**config.mk**
```make
export PLATFORM = sky130hd
export DESIGN_NAME = life_like_automaton_step_core
export DESIGN_NICKNAME = d
export VERILOG_FILES = /design/src/sv/lla_pkg.sv /design/src/sv/lla_fifo.sv /design/src/sv/lla_front.sv /design/src/sv/lla_back.sv /design/src/sv/life_like_automaton_step_core.sv
export VERILOG_INCLUDE_DIRS = /design/src /design/src/sv
export SDC_FILE = /design/constraint.sdc
export NUM_CORES = 1
export LEC_CHECK = 0
export ABC_CLOCK_PERIOD_IN_PS = 8780
export BUFFER_PORTS_ARGS = -buffer_cell sky130_fd_sc_hd__buf_2
export CORE_MARGIN = 2
export CORE_UTILIZATION = 60
export DETAILED_ROUTE_END_ITERATION = 16
export GPL_TIMING_DRIVEN = 1
export PLACE_DENSITY = 0.82
export RECOVER_POWER = 100
export REMOVE_ABC_BUFFERS = 1
export SKIP_CTS_REPAIR_TIMING = 1
export SLEW_MARGIN = 20
export SYNTH_ARGS = -nofsm -noshare
export SYNTH_HDL_FRONTEND = slang
export SYNTH_SLANG_ARGS = --single-unit
```
**constraint.sdc**
```tcl
create_clock -name clk_i -period 8.78 [get_ports clk_i]
set_input_delay 0.878 -clock clk_i [delete_from_list [all_inputs] [get_ports clk_i]]
set_output_delay 0.878 -clock clk_i [all_outputs]
set_load 0.1 [all_outputs]
```
**src/sv/life_like_automaton_step_core_defines.svh**
```systemverilog
// Assertion macros shared by the life-like automaton step core.
`ifndef LIFE_LIKE_AUTOMATON_STEP_CORE_DEFINES_SVH
`define LIFE_LIKE_AUTOMATON_STEP_CORE_DEFINES_SVH
`ifndef ASSERT_OFF
`define LLA_ASSERT(lbl, clk, rstn, prop, msg) \
  lbl: assert property (@(posedge clk) disable iff (!rstn) prop) else $error(msg);
`define LLA_ASSERT_NEVER(lbl, clk, rstn, cond, msg) \
  `LLA_ASSERT(lbl, clk, rstn, !(cond), msg)
`else
`define LLA_ASSERT(lbl, clk, rstn, prop, msg)
`define LLA_ASSERT_NEVER(lbl, clk, rstn, cond, msg)
`endif
`endif

```
**src/sv/lla_pkg.sv**
```systemverilog
// Shared types and constants of the life-like automaton step core.
package lla_pkg;

  localparam int unsigned MaxWidthDef  = 128;
  localparam int unsigned MaxHeightDef = 128;
  localparam int unsigned MaskW        = 9;
  localparam int unsigned DimW         = 8;
  localparam int unsigned QueueDepth   = 2;

  typedef enum logic [1:0] {
    RegBirthMask    = 2'd0,
    RegSurvivalMask = 2'd1,
    RegGridWidth    = 2'd2,
    RegGridHeight   = 2'd3
  } cfg_reg_e;

  localparam logic [MaskW-1:0] BirthMaskRst    = 9'd8;
  localparam logic [MaskW-1:0] SurvivalMaskRst = 9'd12;
  localparam logic [DimW-1:0]  GridWidthRst    = 8'd128;
  localparam logic [DimW-1:0]  GridHeightRst   = 8'd128;

  // One classified cell on its way from the front part to the back part.
  typedef struct packed {
    logic above;
    logic cur;
    logic alive;
    logic col_zero;
    logic row_zero;
    logic end_of_row;
    logic flush;
  } cell_rec_t;

  typedef struct packed {
    logic next_alive;
    logic last_of_frame;
  } result_t;

  typedef struct packed {
    logic [MaskW-1:0] birth;
    logic [MaskW-1:0] survival;
  } rule_t;

endpackage

```
**src/sv/lla_fifo.sv**
```systemverilog
// Small register-based queue used between the core's parts and at its output.
`include "life_like_automaton_step_core_defines.svh"

module lla_fifo #(
  parameter int unsigned Width = $bits(lla_pkg::result_t),
  parameter int unsigned Depth = lla_pkg::QueueDepth
) (
  input  logic             clk_i,
  input  logic             rst_ni,
  input  logic             push_i,
  input  logic [Width-1:0] data_i,
  output logic             full_o,
  input  logic             pop_i,
  output logic [Width-1:0] data_o,
  output logic             empty_o
);

  localparam int unsigned PtrW = $clog2(Depth);

  logic [Width-1:0] store_q [Depth];
  logic [PtrW:0]    wr_ptr_q, wr_ptr_d;
  logic [PtrW:0]    rd_ptr_q, rd_ptr_d;

  assign empty_o = (wr_ptr_q == rd_ptr_q);
  assign full_o  = (wr_ptr_q[PtrW] != rd_ptr_q[PtrW]) &&
                   (wr_ptr_q[PtrW-1:0] == rd_ptr_q[PtrW-1:0]);
  assign data_o  = store_q[rd_ptr_q[PtrW-1:0]];

  always_comb begin
    wr_ptr_d = wr_ptr_q;
    rd_ptr_d = rd_ptr_q;
    if (push_i && !full_o) begin
      wr_ptr_d = wr_ptr_q + 1'b1;
    end
    if (pop_i && !empty_o) begin
      rd_ptr_d = rd_ptr_q + 1'b1;
    end
  end

  always_ff @(posedge clk_i or negedge rst_ni) begin
    if (!rst_ni) begin
      wr_ptr_q <= '0;
      rd_ptr_q <= '0;
    end else begin
      wr_ptr_q <= wr_ptr_d;
      rd_ptr_q <= rd_ptr_d;
    end
  end

  always_ff @(posedge clk_i) begin
    if (push_i && !full_o) begin
      store_q[wr_ptr_q[PtrW-1:0]] <= data_i;
    end
  end

  `LLA_ASSERT_NEVER(a_fifo_no_overflow, clk_i, rst_ni, push_i && full_o, "push into full queue")
  `LLA_ASSERT_NEVER(a_fifo_full_xor_empty, clk_i, rst_ni, full_o && empty_o, "queue full and empty")

endmodule

```
**src/sv/lla_front.sv**
```systemverilog
// Front part: raster position tracking, line store access and cell classification.
`include "life_like_automaton_step_core_defines.svh"

module lla_front #(
  parameter int unsigned MAX_WIDTH  = lla_pkg::MaxWidthDef,
  parameter int unsigned MAX_HEIGHT = lla_pkg::MaxHeightDef
) (
  input  logic                      clk_i,
  input  logic                      rst_ni,
  input  logic                      push_i,
  input  logic                      mode_i,
  input  logic                      cell_alive_i,
  output logic                      full_o,
  input  logic [lla_pkg::DimW-1:0]  grid_width_i,
  input  logic [lla_pkg::DimW-1:0]  grid_height_i,
  output lla_pkg::cell_rec_t        rec_o,
  output logic                      rec_push_o,
  input  logic                      rec_full_i
);

  localparam int unsigned ColW  = $clog2(MAX_WIDTH);
  localparam int unsigned RowW  = $clog2(MAX_HEIGHT + 1);
  localparam int unsigned WCmpW = ($clog2(MAX_WIDTH + 1) > lla_pkg::DimW) ?
                                  $clog2(MAX_WIDTH + 1) : lla_pkg::DimW;
  localparam int unsigned HCmpW = ($clog2(MAX_HEIGHT + 1) > lla_pkg::DimW) ?
                                  $clog2(MAX_HEIGHT + 1) : lla_pkg::DimW;
  localparam logic [WCmpW-1:0] MaxWVal = WCmpW'(MAX_WIDTH);
  localparam logic [HCmpW-1:0] MaxHVal = HCmpW'(MAX_HEIGHT);
  localparam logic [ColW-1:0]  LastCol = ColW'(MAX_WIDTH - 1);

  logic [ColW-1:0]  col_q, col_d;
  logic [RowW-1:0]  row_q, row_d;
  logic             clr_q, clr_d;
  logic [ColW-1:0]  clr_cnt_q, clr_cnt_d;
  logic             b_valid_q, b_valid_d;

  logic [ColW-1:0]  b_col_q;
  logic             b_cell_q;
  logic             b_col_zero_q;
  logic             b_row_zero_q;
  logic             b_end_q;
  logic             b_flush_q;
  logic [1:0]       rd_q;

  // Each entry holds the row above in bit 0 and the current row in bit 1.
  logic [1:0]       line_q [MAX_WIDTH];

  logic [WCmpW-1:0] w_raw, w_eff;
  logic [HCmpW-1:0] h_raw, h_eff;
  logic             accept;
  logic             b_fire;
  logic             end_of_row;
  logic             flush_row;
  logic             cell_now;

  always_comb begin
    w_raw = WCmpW'(grid_width_i);
    h_raw = HCmpW'(grid_height_i);
    if (w_raw < WCmpW'(2)) begin
      w_eff = WCmpW'(2);
    end else if (w_raw > MaxWVal) begin
      w_eff = MaxWVal;
    end else begin
      w_eff = w_raw;
    end
    if (h_raw < HCmpW'(2)) begin
      h_eff = HCmpW'(2);
    end else if (h_raw > MaxHVal) begin
      h_eff = MaxHVal;
    end else begin
      h_eff = h_raw;
    end
  end

  assign full_o     = clr_q | (b_valid_q & rec_full_i);
  assign accept     = push_i & ~full_o;
  assign b_fire     = b_valid_q & ~rec_full_i;
  assign end_of_row = WCmpW'(col_q) >= (w_eff - WCmpW'(1));
  assign flush_row  = HCmpW'(row_q) >= h_eff;
  assign cell_now   = cell_alive_i & ~mode_i & ~flush_row;

  always_comb begin
    col_d     = col_q;
    row_d     = row_q;
    clr_d     = clr_q;
    clr_cnt_d = clr_cnt_q;
    b_valid_d = b_valid_q & rec_full_i;
    if (clr_q) begin
      clr_cnt_d = clr_cnt_q + 1'b1;
      clr_d     = (clr_cnt_q != LastCol);
    end
    if (accept) begin
      b_valid_d = 1'b1;
      if (end_of_row) begin
        col_d = '0;
        row_d = flush_row ? '0 : row_q + 1'b1;
      end else begin
        col_d = col_q + 1'b1;
      end
    end
  end

  always_ff @(posedge clk_i or negedge rst_ni) begin
    if (!rst_ni) begin
      col_q     <= '0;
      row_q     <= '0;
      clr_q     <= 1'b1;
      clr_cnt_q <= '0;
      b_valid_q <= 1'b0;
    end else begin
      col_q     <= col_d;
      row_q     <= row_d;
      clr_q     <= clr_d;
      clr_cnt_q <= clr_cnt_d;
      b_valid_q <= b_valid_d;
    end
  end

  always_ff @(posedge clk_i) begin
    if (accept) begin
      b_col_q      <= col_q;
      b_cell_q     <= cell_now;
      b_col_zero_q <= (col_q == '0);
      b_row_zero_q <= (row_q == '0);
      b_end_q      <= end_of_row;
      b_flush_q    <= flush_row;
    end
  end

  // Line store: read when the item is taken, written back when it leaves.
  always_ff @(posedge clk_i) begin
    if (clr_q) begin
      line_q[clr_cnt_q] <= '0;
    end else if (b_fire) begin
      line_q[b_col_q] <= {b_cell_q, b_row_zero_q ? 1'b0 : rd_q[1]};
    end
    if (accept) begin
      rd_q <= line_q[col_q];
    end
  end

  always_comb begin
    rec_o.above      = rd_q[0];
    rec_o.cur        = rd_q[1];
    rec_o.alive      = b_cell_q;
    rec_o.col_zero   = b_col_zero_q;
    rec_o.row_zero   = b_row_zero_q;
    rec_o.end_of_row = b_end_q;
    rec_o.flush      = b_flush_q;
  end
  assign rec_push_o = b_fire;

  `LLA_ASSERT(a_front_row_end_wraps, clk_i, rst_ni, accept && end_of_row |=> col_q == '0, "column did not wrap at row end")
  `LLA_ASSERT(a_front_stall_holds, clk_i, rst_ni, b_valid_q && rec_full_i |=> b_valid_q && $stable(b_col_q), "stalled cell lost")

endmodule

```
**src/sv/lla_back.sv**
```systemverilog
// Back part: 3x3 window, neighbor count, rule lookup and result sequencing.
`include "life_like_automaton_step_core_defines.svh"

module lla_back (
  input  logic                clk_i,
  input  logic                rst_ni,
  input  lla_pkg::rule_t      rule_i,
  input  lla_pkg::cell_rec_t  rec_i,
  input  logic                rec_empty_i,
  output logic                rec_pop_o,
  output lla_pkg::result_t    res_o,
  output logic                res_push_o,
  input  logic                res_full_i
);

  function automatic logic rule_lookup(input logic [8:0] win, input lla_pkg::rule_t rule);
    logic [3:0] cnt;
    cnt = '0;
    for (int b = 0; b < 9; b++) begin
      if (b != 4) begin
        cnt = cnt + 4'(win[b]);
      end
    end
    return win[4] ? rule.survival[cnt] : rule.birth[cnt];
  endfunction

  logic [8:0]        win_q, win_d;
  logic              pend_q, pend_d;
  lla_pkg::result_t  pend_res_q;
  logic [2:0]        newcol;
  logic [8:0]        win_new, win_end;
  logic              has1, has2;
  lla_pkg::result_t  res1, res2;

  always_comb begin
    newcol  = {rec_i.alive, rec_i.cur, rec_i.above};
    win_new = rec_i.col_zero ? {newcol, 6'b000000} : {newcol, win_q[8:3]};
    win_end = {3'b000, win_new[8:3]};
    has1    = ~rec_i.row_zero & ~rec_i.col_zero;
    has2    = rec_i.end_of_row & ~rec_i.row_zero;
    res1.next_alive    = rule_lookup(win_new, rule_i);
    res1.last_of_frame = 1'b0;
    res2.next_alive    = rule_lookup(win_end, rule_i);
    res2.last_of_frame = rec_i.flush;
  end

  always_comb begin
    rec_pop_o  = 1'b0;
    res_push_o = 1'b0;
    res_o      = pend_res_q;
    pend_d     = pend_q;
    win_d      = win_q;
    priority if (pend_q) begin
      // The second result of a row-end cell goes out before any later result.
      // A following cell that gives no result is taken in the same cycle.
      res_push_o = ~res_full_i;
      pend_d     = res_full_i;
      if (!res_full_i && !rec_empty_i && !has1 && !has2) begin
        rec_pop_o = 1'b1;
        win_d     = rec_i.end_of_row ? win_end : win_new;
      end
    end else if (!rec_empty_i && !res_full_i) begin
      rec_pop_o  = 1'b1;
      win_d      = rec_i.end_of_row ? win_end : win_new;
      res_push_o = has1 | has2;
      res_o      = has1 ? res1 : res2;
      pend_d     = has1 & has2;
    end else begin
      rec_pop_o = 1'b0;
    end
  end

  always_ff @(posedge clk_i or negedge rst_ni) begin
    if (!rst_ni) begin
      win_q  <= '0;
      pend_q <= 1'b0;
    end else begin
      win_q  <= win_d;
      pend_q <= pend_d;
    end
  end

  always_ff @(posedge clk_i) begin
    if (rec_pop_o) begin
      pend_res_q <= res2;
    end
  end

  `LLA_ASSERT(a_back_pend_from_row_end, clk_i, rst_ni, $rose(pend_q) |-> $past(rec_pop_o && has1 && has2), "second result without a row-end cell")

endmodule

```
**src/sv/life_like_automaton_step_core.sv**
```systemverilog
// Top level of the life-like automaton step core: registers, parts and queues.
// Throughput is one cell per cycle while full is low; a row-end cell outside row zero makes
// two result transfers, one per cycle while the output queue has room. A result passes the
// line store read register, the classification queue and output queue; the second result of
// a row-end cell waits in a pending register. Reset clears all control state, then a clearing
// pass zeroes the line store with full held high; configuration writes are taken throughout.
module life_like_automaton_step_core #(
  parameter int unsigned MAX_WIDTH  = lla_pkg::MaxWidthDef,
  parameter int unsigned MAX_HEIGHT = lla_pkg::MaxHeightDef
) (
  input  logic                       clk_i,
  input  logic                       rst_ni,
  input  logic                       push,
  input  logic                       mode_i,
  input  logic                       cell_alive_i,
  output logic                       full,
  output logic                       empty,
  input  logic                       pop,
  output logic                       next_alive_o,
  output logic                       last_of_frame_o,
  input  logic                       cfg_we_i,
  input  logic [1:0]                 cfg_idx_i,
  input  logic [lla_pkg::MaskW-1:0]  cfg_wdata_i
);

  // Configuration registers. Writes must land only while the core is idle; the core does not
  // enforce this, and the parts read them directly without any shadowing.
  logic [lla_pkg::MaskW-1:0] birth_mask_q;
  logic [lla_pkg::MaskW-1:0] survival_mask_q;
  logic [lla_pkg::DimW-1:0]  grid_width_q;
  logic [lla_pkg::DimW-1:0]  grid_height_q;

  always_ff @(posedge clk_i or negedge rst_ni) begin
    if (!rst_ni) begin
      birth_mask_q    <= lla_pkg::BirthMaskRst;
      survival_mask_q <= lla_pkg::SurvivalMaskRst;
      grid_width_q    <= lla_pkg::GridWidthRst;
      grid_height_q   <= lla_pkg::GridHeightRst;
    end else if (cfg_we_i) begin
      unique case (lla_pkg::cfg_reg_e'(cfg_idx_i))
        lla_pkg::RegBirthMask:    birth_mask_q    <= cfg_wdata_i;
        lla_pkg::RegSurvivalMask: survival_mask_q <= cfg_wdata_i;
        lla_pkg::RegGridWidth:    grid_width_q    <= cfg_wdata_i[lla_pkg::DimW-1:0];
        lla_pkg::RegGridHeight:   grid_height_q   <= cfg_wdata_i[lla_pkg::DimW-1:0];
        default: begin
        end
      endcase
    end
  end

  lla_pkg::rule_t rule;
  assign rule.birth    = birth_mask_q;
  assign rule.survival = survival_mask_q;

  // The front part tracks the raster position, reads and rewrites the two
  // line stores (kept as one two-bit-wide memory) and emits one classified
  // record per cell into a short queue.
  lla_pkg::cell_rec_t mid_in, mid_out;
  logic               mid_push, mid_full, mid_pop, mid_empty;

  lla_front #(
    .MAX_WIDTH  (MAX_WIDTH),
    .MAX_HEIGHT (MAX_HEIGHT)
  ) u_front (
    .clk_i         (clk_i),
    .rst_ni        (rst_ni),
    .push_i        (push),
    .mode_i        (mode_i),
    .cell_alive_i  (cell_alive_i),
    .full_o        (full),
    .grid_width_i  (grid_width_q),
    .grid_height_i (grid_height_q),
    .rec_o         (mid_in),
    .rec_push_o    (mid_push),
    .rec_full_i    (mid_full)
  );

  lla_fifo #(
    .Width ($bits(lla_pkg::cell_rec_t)),
    .Depth (lla_pkg::QueueDepth)
  ) u_mid_fifo (
    .clk_i   (clk_i),
    .rst_ni  (rst_ni),
    .push_i  (mid_push),
    .data_i  (mid_in),
    .full_o  (mid_full),
    .pop_i   (mid_pop),
    .data_o  (mid_out),
    .empty_o (mid_empty)
  );

  // The back part slides the 3x3 window, applies the birth or survival rule
  // and holds the second result of a row-end cell outside row zero in a pending
  // register. A following cell that gives no result is taken while that result goes
  // out, so the back part keeps pace with one cell per cycle while the output queue has room.
  lla_pkg::result_t res_in, res_out;
  logic             res_push, res_full;

  lla_back u_back (
    .clk_i       (clk_i),
    .rst_ni      (rst_ni),
    .rule_i      (rule),
    .rec_i       (mid_out),
    .rec_empty_i (mid_empty),
    .rec_pop_o   (mid_pop),
    .res_o       (res_in),
    .res_push_o  (res_push),
    .res_full_i  (res_full)
  );

  // The output queue decouples result transfers from the back part, so new
  // cells keep flowing while a finished result waits to be popped and the queue has room.
  lla_fifo #(
    .Width ($bits(lla_pkg::result_t)),
    .Depth (lla_pkg::QueueDepth)
  ) u_out_fifo (
    .clk_i   (clk_i),
    .rst_ni  (rst_ni),
    .push_i  (res_push),
    .data_i  (res_in),
    .full_o  (res_full),
    .pop_i   (pop),
    .data_o  (res_out),
    .empty_o (empty)
  );

  assign next_alive_o    = res_out.next_alive;
  assign last_of_frame_o = res_out.last_of_frame;

endmodule
```
Yosys cells after proc, flatten, opt, wreduce, memory -nomap -nowiden. Memories as Yosys holds them, arrays and structs flattened. A register that Yosys moved wholly into a read port is not among the register bits. Cells that the tools add are included.

Flip-flop bits (word level): 90. Bits in writable memories: 274. Input bits: 18. Output and inout bits: 4. Word-level logic and storage cells: 153. Memories: 3.

$add $sub $neg: 19. Order comparisons: 8. Equal/unequal tests: 11. Muxes and demuxes: 46. Bitwise logic cells: 17. Reductions and logical operators: 26.

Memories: u_front.line_q (depth 128, bits a word 2, read ports 1, clocked after Yosys merged registers in 1, write ports 1, RTL line lla_front.sv:46) `logic [1:0] line_q [MAX_WIDTH];`; u_mid_fifo.store_q (depth 2, bits a word 7, read ports 1, clocked after Yosys merged registers in 0, write ports 1, RTL line lla_fifo.sv:20) `logic [Width-1:0] store_q [Depth];`; u_out_fifo.store_q (depth 2, bits a word 2, read ports 1, clocked after Yosys merged registers in 0, write ports 1, RTL line lla_fifo.sv:20).

Operator list (number): $mux W8 (5); $add A4 B1 Y4 (9); $mux W9 (4); $mux W1 (26); $bmux W1 S4 (4); $gt A8 B8 Y1 const B (2); $lt A8 B2 Y1 const B (2); $add A7 B1 Y7 const B (2); $mux W7 (2); $reduce_and A2 Y1 (6); $lt A4 B5 Y1 const B (2); $logic_and A1 B1 Y1 (9); $add A2 B1 Y2 const B (4); $add A8 B1 Y8 const B (1); $and A1 B1 Y1 (8); $ge A7 B8 Y1 (1); $ge A8 B8 Y1 (1); $logic_not A8 Y1 (1); $mux W2 (4); $sub A8 B1 Y8 const B (1); $logic_not A7 Y1 (1); $ne A7 B7 Y1 const B (1); $not A1 Y1 (7); $logic_not A1 Y1 (6); other kinds (12) (18).

Depth between registers and ports, before layout. An unclocked memory read counts as a cell.

Depth in word-level cells: 15. Depth in mapped cells: 17.

Hierarchy. A second synthesis with hierarchy kept.

Cell total of the unflattened synthesis: 1135. Area, all modules: 16477.1 µm².

Modules (own cells, without submodules): lla_front (instances 1, cells an instance 867, area an instance 13003.7 µm², seq. area each 8709.6 µm²); life_like_automaton_step_core (instances 1, cells an instance 73, area an instance 1292.5 µm², seq. area each 857.1 µm²); lla_back (instances 1, cells an instance 111, area an instance 1024.7 µm², seq. area each 235.2 µm²); lla_fifo at u_mid_fifo (instances 1, cells an instance 49, area an instance 758.2 µm², seq. area each 520.5 µm²); lla_fifo at u_out_fifo (instances 1, cells an instance 35, area an instance 397.9 µm², seq. area each 220.2 µm²).

Worst setup path before layout. OpenSTA, ideal clock, no wires.

Kind: reg-to-reg. From: register u_mid_fifo.rd_ptr_q[0]. To: memory u_front.line_q[0][0], data pin. Arrival time: 6.435 ns. Required time: 7.568 ns. Path slack: 1.133 ns. Cell stages (with the launch flop): 7. Path buffers: 3. Cell sequence: dfrtp_1 -> buf_4 -> xnor2_2 -> a211o_1 -> buf_6 -> buf_6 -> nor3b_1.

Cells in the longest elaborated chain, start to end: 9.

Ends and longest elaborated chain: start: declaration (RTL line lla_fifo.sv:22) `logic [PtrW:0] rd_ptr_q, rd_ptr_d;`; start signal: assignment (RTL line lla_fifo.sv:46) `rd_ptr_q <= rd_ptr_d;`; $eq A1 B1 Y1 (RTL line lla_fifo.sv:26) `(wr_ptr_q[PtrW-1:0] == rd_ptr_q[PtrW-1:0]);`; $logic_and A1 B1 Y1 (RTL line lla_fifo.sv:25) `assign full_o = (wr_ptr_q[PtrW] != rd_ptr_q[PtrW]) &&`; $not A1 Y1 (RTL line lla_front.sv:77) `assign b_fire = b_valid_q & ~rec_full_i;`; $and A1 B1 Y1 (RTL line lla_front.sv:77); $mux W1 (RTL line lla_front.sv:134) `end else if (b_fire) begin`; $mux W1 (RTL line lla_front.sv:132) `if (clr_q) begin`; $mux W1 (RTL line lla_front.sv:135) `line_q[b_col_q] <= {b_cell_q, b_row_zero_q ? 1'b0 : rd_q[1]};`; $reduce_or A2 Y1 (no line); $mux W2 (no line); end: declaration (RTL line lla_front.sv:46).

No other way between the ends.

==> metrics.txt <==
Worst-Skew Late Latency=550 ps; Max Freq=0.196 GHz; crit path from=u_front.col_q[0]$_DFFE_PN0P_; initial antenna violation count=0; dpl hpwl=20,500 um; Ys Warns=0; post-synthesis mux area share=14.2%; worst rel slew slack=-159%; Reg-to-Reg End=u_front.rd_q[0]$_DFFE_PP_; fin crit share=58.1%; Fin Setup TNS=0 ps; IO Port Bufs=21; Max-cap violations=5; critical path capture point type=register; # diodes=0; Final WS setup=3680 ps; DRT iter0 DRCs=1,013; CP max FO=49; #FFs+latches synth=363; failing checks=max-capacitance violations, max-slew violations; min cycle time layout=5100 ps; CTS tree=built; Clk pin slew, worst setup/hold paths=60 ps; Fin. Hold Viols=0; pin count of the biggest net entering global routing=129; FP Rows=60; commonest non-fill, non-tap cell in the layout=edfxtp_1; share of layout cells above drive strength 1=15.4%; DR WL/cell=22.8 um; post-synthesis xor/xnor area fraction=1.16%; FF-to-FF path depth=7; final wirelength=34,300 um; startpoint type of the worst setup path=register; Netlist Area Pre-Place=16,400 sq um; Most used DFF post-synth=edfxtp_1; global-route wire length before repair=54,200 um; CP endpoint=u_front.rd_q[0]$_DFFE_PP_; pre-CTS WS=3670 ps; Synth Area in Adders=2.71%; area leader, netlist=edfxtp_1; clock buffer depth=3; Die ar.=28,700 sq um; DIE HEIGHT=169 um; clock sink total=363; Placeable Area=27,000 sq um; final max-slew violation count=212; number of synthesized flops with an enable pin=290; synth unique cells=71; clock skew=30.4 ps; Routed Antenna Nets=0; Layout Nets=1,185; R2R setup slack=3680 ps; I/O pin count=22; critical path class=reg -> reg; Post-synth ARST share=20.1%; Seq/Total Area, Yosys=64.2%; GR Overflow Total=0; Total GRT Usage=24.8%; 1st-pass router iterations=5; Synth Area in Simple Gates=9.56%; Layout area overhead=8.88%; Post-route DRC=0; root buf cell=clkbuf_16; Hold Crit Class=reg -> reg; Power Total=6.50 mW; post-synth top area share=53.0%; Max VDD drop=0.231 mV; Num CTS Buffers=37; drt via density=6.41; worst slew pin tran=3880 ps; RSZ-0062 raised after global routing=false; Area contributors post-synth=edfxtp_1 (53%), dfrtp_1 (10%), mux4_2 (7.1%); R2R Path Start=u_front.col_q[0]$_DFFE_PN0P_; status=finished with violations; commonest non-fill, non-tap cells in the layout=edfxtp_1 (290), nor2_1 (156), dfrtp_1 (67); crit path DAT=5330 ps; htree depth=2; Mapped Cells=1,116; Worst Path Required=9010 ps; largest family of logic cells by synthesized area=multiplexers; syn avg cell area=14.7 sq um; Initial Utilization=60.9%; vias in the first global route=9,897; compound-gate portion of the synthesized area=5.68%; RePlAce Congestion=0.835; hold depth=0; die width=169 um; endpoints failing setup=0; PwrDens=364 nW/um^2; via count=9,647; Leak Pwr=6.34 nW
cell type report:
class | count | area (sq um)
Inverter | 29 | 109
Fill cell | 1802 | 9070
Clock inverter | 16 | 174
Clock buffer | 52 | 1030
Tap cell | 341 | 427
Timing Repair Buffer | 31 | 150
Multi-Input combinational cell | 673 | 5450
Sequential cell | 363 | 10500
where the power goes:
part	total, mW	internal (mW)	switching, mW
combinational	2.48	1.00	1.47
clock	1.56	0.918	0.643
sequential	2.46	2.26	0.200
how the worst min path moves through the flow:
stage                                           start                                 end  slack, ps
after floorplan           u_front.b_flush_q$_DFFE_PP_  u_mid_fifo.store_q[0][0]$_DFFE_PP_        420
after global placement    u_front.b_flush_q$_DFFE_PP_  u_mid_fifo.store_q[0][0]$_DFFE_PP_        430
after detailed placement    u_front.b_end_q$_DFFE_PP_  u_mid_fifo.store_q[0][1]$_DFFE_PP_        430
after CTS                   u_front.b_end_q$_DFFE_PP_  u_mid_fifo.store_q[1][1]$_DFFE_PP_        450
after global routing        u_front.b_end_q$_DFFE_PP_  u_mid_fifo.store_q[0][1]$_DFFE_PP_        470
final                       u_front.b_end_q$_DFFE_PP_  u_mid_fifo.store_q[1][1]$_DFFE_PP_        450
layer usage:
| layer | share of wire (%) | global-route usage [%] | vias up |
|---|---|---|---|
| met5 | 0 | 0 | - |
| met2 | 50 | 42.0 | 419 |
| met1 | 39 | 32.0 | 4873 |
| met3 | 6.8 | 4.27 | 104 |
| met4 | 3.5 | 10.5 | 0 |
| li1 | - | - | 4251 |
flip-flops by register name, summed over array words and instances, names as in the netlist, 7 cells and up:
name	flops
birth_mask_q	9
u_front.clr_cnt_q	7
u_front.row_q	8
u_mid_fifo.store_q	14
u_front.b_col_q	7
survival_mask_q	9
grid_height_q	8
grid_width_q	8
u_front.line_q	256
u_front.col_q	7
Yosys cell counts, drive strengths merged, types with 3 or more instances:
| cell | number |
|---|---|
| mux2 | 44 |
| and3 | 7 |
| edfxtp | 290 |
| dfstp | 6 |
| nand2 | 66 |
| a22oi | 17 |
| a211oi | 11 |
| o21ai | 25 |
| a21o | 3 |
| buf | 32 |
| nand2b | 23 |
| nor3b | 6 |
| nor3 | 6 |
| o21bai | 4 |
| mux4 | 52 |
| and2 | 9 |
| nand3 | 14 |
| fa | 6 |
| a21oi | 17 |
| dfrtp | 67 |
| a22o | 12 |
| clkbuf | 19 |
| inv | 28 |
| nor2 | 156 |
| o31ai | 5 |
| xor2 | 7 |
| xnor2 | 13 |
| o22ai | 4 |
| ha | 26 |
| nor4 | 4 |
| nor2b | 19 |
| mux2i | 66 |
| a31oi | 10 |
| nand3b | 6 |
| or2 | 4 |
| o211ai | 8 |
worst max-delay path: stages, from the launching register on:
cell and delay [ps]:
dfrtp_1 2260, buf_4 880, mux4_2 610, nor2b_1 160, a211oi_1 290, a31oi_1 70, o22ai_1 270, a32oi_1 210
logic make-up after synthesis:
group,count (synthesis)
AO/OA/AOI/OAI,131
flip-flops,363
multiplexers,162
adder cells (fa/ha/maj),32
AND/OR/NAND/NOR,328
buffers and inverters,80
XOR/XNOR,20
metrics by stage:
stage	instances	cell area [sq um]	utilization [%]	hold slack, ps
floorplan	1065	16100	-	421
global placement	1437	16700	62.1	428
detailed placement	1437	16700	62.1	434
CTS	1505	18000	66.6	447
global route	1505	17900	66.4	474
finish	1505	17900	66.4	447
Note: power is estimated with default switching activity, not from simulation.
